**src/sv/chull_pkg.sv**
```systemverilog
// Shared types and constants of the convex hull area block.
// Used by the multiply-accumulate unit and the top level; depends on nothing.
package chull_pkg;

    localparam int COORD_W = 20;
    localparam int DIFF_W  = COORD_W + 1;
    localparam int PROD_W  = 2 * DIFF_W;
    localparam int ACC_W   = PROD_W + 6;
    localparam int AREA_W  = 42;
    localparam int HULL_W  = 11;

    typedef logic signed [COORD_W-1:0] t_coord;
    typedef logic signed [DIFF_W-1:0]  t_diff;
    typedef logic signed [ACC_W-1:0]   t_acc;

    typedef struct packed {
        t_coord point_x;
        t_coord point_y;
        logic   last_point;
    } t_point;

    typedef struct packed {
        logic [AREA_W-1:0] doubled_area;
        logic [HULL_W-1:0] hull_points;
        logic              too_few;
        logic              overflow;
    } t_result;

    typedef enum logic [2:0] {
        MAC_NOP  = 3'd0,
        MAC_CLR  = 3'd1,
        MAC_LOAD = 3'd2,
        MAC_ADD  = 3'd3,
        MAC_SUB  = 3'd4
    } t_mac_op;

    typedef struct packed {
        t_mac_op op;
        t_diff   a;
        t_diff   b;
    } t_mac_cmd;

    typedef struct packed {
        logic pos;
        logic neg;
    } t_mac_stat;

endpackage

```
**src/sv/chull_mac.sv**
```systemverilog
// Shared signed multiply-accumulate unit: one registered multiplier and one accumulator.
// Depends on chull_pkg for the operand, accumulator and command types.
module chull_mac
    import chull_pkg::*;
(
    input  logic      i_clk,
    input  logic      i_rst_n,
    input  t_mac_cmd  i_cmd,
    output t_acc      o_acc,
    output t_mac_stat o_stat
);

    t_mac_op                   r_op;
    logic signed [PROD_W-1:0]  r_prod;
    t_acc                      r_acc;
    t_acc                      n_acc;
    t_acc                      w_prod_ext;

    always_ff @(posedge i_clk) begin
        if (!i_rst_n) begin
            r_op  <= MAC_NOP;
            r_acc <= '0;
        end else begin
            r_op  <= i_cmd.op;
            r_acc <= n_acc;
        end
    end

    always_ff @(posedge i_clk) begin
        r_prod <= $signed(i_cmd.a) * $signed(i_cmd.b);
    end

    assign w_prod_ext = t_acc'(r_prod);

    always_comb begin
        case (r_op)
            MAC_CLR:  n_acc = '0;
            MAC_LOAD: n_acc = w_prod_ext;
            MAC_ADD:  n_acc = r_acc + w_prod_ext;
            MAC_SUB:  n_acc = r_acc - w_prod_ext;
            default:  n_acc = r_acc;
        endcase
    end

    assign o_acc      = r_acc;
    assign o_stat.neg = r_acc[ACC_W-1];
    assign o_stat.pos = !r_acc[ACC_W-1] && (r_acc != '0);

`ifndef ASSERT_OFF
    a_clear_zero: assert property (@(posedge i_clk) disable iff (!i_rst_n)
        (i_cmd.op == MAC_CLR) |=> ##1 (r_acc == '0))
        else $error("accumulator not zero two cycles after a clear");
    a_load_prod: assert property (@(posedge i_clk) disable iff (!i_rst_n)
        (r_op == MAC_LOAD) |=> (r_acc == $past(w_prod_ext)))
        else $error("accumulator load did not take the registered product");
    a_idle_hold: assert property (@(posedge i_clk) disable iff (!i_rst_n)
        (r_op == MAC_NOP) |=> $stable(r_acc))
        else $error("accumulator changed without a command");
`endif

endmodule

```
**config.mk**
```make
export PLATFORM = sky130hd
export DESIGN_NAME = chull_mac
export DESIGN_NICKNAME = d
export VERILOG_FILES = /design/src/sv/chull_pkg.sv /design/src/sv/chull_mac.sv
export SDC_FILE = /design/constraint.sdc
export NUM_CORES = 2
export LEC_CHECK = 0
export BUFFER_PORTS_ARGS = -buffer_cell sky130_fd_sc_hd__clkbuf_2
export CAP_MARGIN = 20
export CELL_PAD_IN_SITES_DETAIL_PLACEMENT = 1
export CELL_PAD_IN_SITES_GLOBAL_PLACEMENT = 1
export CORE_MARGIN = 2
export CORE_UTILIZATION = 50
export CTS_BUF_LIST = sky130_fd_sc_hd__clkbuf_8
export CTS_CLUSTER_SIZE = 12
export DETAILED_ROUTE_END_ITERATION = 16
export GPL_ROUTABILITY_DRIVEN = 1
export PLACE_DENSITY = 0.89
export SLEW_MARGIN = 0
export SYNTH_ARGS = -nofsm -noshare
export SYNTH_HDL_FRONTEND = slang
export SYNTH_SLANG_ARGS = --single-unit
export TNS_END_PERCENT = 20
```
**constraint.sdc**
```tcl
create_clock -name i_clk -period 20.6 [get_ports i_clk]
set_input_delay 2.06 -clock i_clk [delete_from_list [all_inputs] [get_ports i_clk]]
set_output_delay 2.06 -clock i_clk [all_outputs]
set_load 0.005 [all_outputs]
```
==> results by group <==
Floorplanning
  – Die X: between 200 and 250 um
  – CORE AREA: approximately 0.045 mm^2
  – Height of the die: between 200 and 250 um
  – Initial core utilization: 0.507
  – I/O pins: 97
  – Site Rows: between 70 and 80
  – Die area: around 0.048 mm^2

Synthesis
  – Synth Area in Adders: 0.487
  – Compound-Gate Fraction of Synth Area: 0.111
  – Post-synthesis mux area share: 0.00131
  – Yosys top cell by area: fa_1
  – Synth Instances: 2655
  – Synth area leaders: fa_1, inv_1, ha_1, dfxtp_1, and2_1
  – Synth cell types: 64
  – Post-synthesis sequential area ratio: 0.0810
  – Post-synthesis simple-gate area fraction: 0.162
  – Mapped Avg Cell Area: between 8 and 9 um^2
  – Xor and xnor area share after synthesis: 0.0491
  – Ys Warns: 0
  – Largest family of logic cells by synthesized area: adder cells
  – Syn nets: ~3300
  – Top cell type's share of synthesized area: 0.401
  – Synthesized flop and latch total: between 90 and 100
  – Synthesized area: 0.0230 mm^2
  – Post-synth EDFFs: 0
  – Post-synth ARST share: 0
  – Post-synth top flop: dfxtp_1

Clock tree
  – Clock root buffer: clkbuf_8
  – Post-CTS sizing: 0
  – Clock buffer depth: 2
  – Worst-path clk slew: roughly 0.11 ns
  – Clk Latency, worst-skew pair: around 0.4 ns
  – Postcts setup bufs: 0
  – TritonCTS clock tree: built
  – # hold bufs at CTS: 0
  – CTS sink count: between 90 and 100
  – Cts bufs inserted: 9
  – Max H-tree Level: 3

Timing
  – Max_slew headroom: 0.439
  – Layout Skew: around 0.016 ns
  – RSZ-0062 raised after global routing: no
  – Final Cycle Share: 0.431
  – Fin. max-slew vios: 0
  – Slew @ Worst Pin: 0.821 ns
  – Fmax: 0.113 GHz
  – Final setup fails: 0
  – Setup tns final: 0 ns
  – Final setup margin: 11.73 ns
  – Fin. Hold Viols: 0
  – Tmin final: about 8.9 ns

Worst setup path
  – Crit path kind: in2reg
  – Crit path max fanout: 15
  – Worst Reg-to-Reg Cells: 16
  – CP arrival: 9.18 ns
  – Worst setup SP type: input pin
  – Critical Path End Type: flop
  – CP Data Required Time: between 20 and 25 ns

Global route
  – GRT Total Usage: 0.327
  – First-pass GRT wire length: approximately 120000 um
  – Initial antenna violation count: 0
  – Pin count of the biggest net entering global routing: 46
  – Vias in the first global route: roughly 22000
  – GRT overflow: 0

Placement
  – Placed inst area: 0.0238 mm^2
  – Worst slack, placed: roughly 11 ns
  – Final HPWL DP: 63400 um
  – Input/output buffers: 96
  – GP Congestion: roughly 0.92

Routing
  – Total routed wirelength: roughly 76000 um
  – DRT iter0 DRCs: between 1000 and 1500
  – DR vias: around 19000
  – Vias per inst: roughly 5.8
  – DRC errors left: 0
  – DRT Pass-1 Iters: 6
  – DRT antenna net count: 0
  – Wirelength per Cell: 23.3 um

Final layout
  – Footprint of the multi-input gates: approximately 0.019 mm^2
  – ANT cells: 0
  – Post-layout nets: 3308
  – Layout cells sized above 1: 0.0514
  – Most frequent cells in the layout: inv_1, fa_1, nand2_1
  – Most common cell after layout, fill and taps aside: inv_1
  – Final core occ: 0.529
  – P&R area growth vs syn: 4.40%
  – Reg area: 0.00186 mm^2
  – # fillers: 5420
  – Cell area after layout: about 0.024 mm^2

Min path
  – Min-delay worst type: reg2reg
  – Worst Hold Depth: 2

Run status
  – Status: completed

Run
  – Max-cap violations: 0
[kinds of logic after synthesis]
logic type	count (synthesis)
AOI/OAI and AO/OA	393
buffers and inverters	661
DFF	93
muxes	3
and+or+nand+nor	757
xor gates and xnor gates	129
adders and majority gates	619
[per-layer routing]
metal	GRT usage	part of all wire
met1	0.414	0.41
met2	0.573	0.50
met3	0.0437	0.064
met4	0.111	0.033
met5	0	0
[cells in the mapped netlist, types with 7 or more instances]
library cell and count:
and2_1 198, o21a_1 12, xnor2_1 78, nor3_1 13, nor2b_1 27, clkbuf_1 126
a22o_1 9, o21ai_0 83, a211oi_1 11, o211ai_1 15, nand4_1 17, o21bai_1 19
inv_1 532, nor4_1 17, a21o_1 39, and3_1 8, a21oi_1 117, fa_1 460
nor2_1 80, ha_1 159, o31ai_1 14, nand3_1 18, a21boi_0 7, nand2_1 330
nand2b_1 22, dfxtp_1 93, a222oi_1 18, xor2_1 51
[worst max-delay path: stages]
cell	delay [ns]
clkbuf_2	0.23
inv_1	0.62
nor2_1	0.12
fa_1	0.55
fa_1	0.46
fa_1	0.54
fa_1	0.45
fa_1	0.51
fa_1	0.53
inv_1	0.07
fa_1	0.50
inv_1	0.05
ha_1	0.40
nand4_1	0.29
nor2_1	0.10
a221oi_1	0.43
nand2_1	0.10
a21oi_1	0.32
o211ai_1	0.24
a31o_2	0.28
a21oi_1	0.17
xnor2_1	0.14
[stage by stage]
step	std cells	hold WS (ns)
after floorplan	2655	0.542
after global placement	3231	0.572
after detailed placement	3231	0.573
after CTS	3247	0.589
after global routing	3247	0.615
final	3247	0.581
[worst paths after layout]
kind	startpoint	end	slack, ns
setup / recovery	i_cmd[20]	r_prod[39]	11.73
hold / removal	o_acc[45]	o_acc[45]	0.58
setup reg to reg	r_prod[9]	o_acc[44]	14.91
hold reg to reg	o_acc[45]	o_acc[45]	0.58
[sequential cells by signal (all words and copies together) (netlist names)]
signal / count
r_op: 3
r_prod: 42
o_acc: 48
[final cells by class]
type	count	area share
clock buffer	9	0.00516
clock inverter	7	0.00271
inverter	533	0.0834
multi-input combinational	1901	0.777
sequential	93	0.0776
tap	600	0.0313
timing repair buffer	104	0.0225
Power is not shown: default switching activity piles up to over one toggle a cycle in this logic, so the estimate is an artifact.
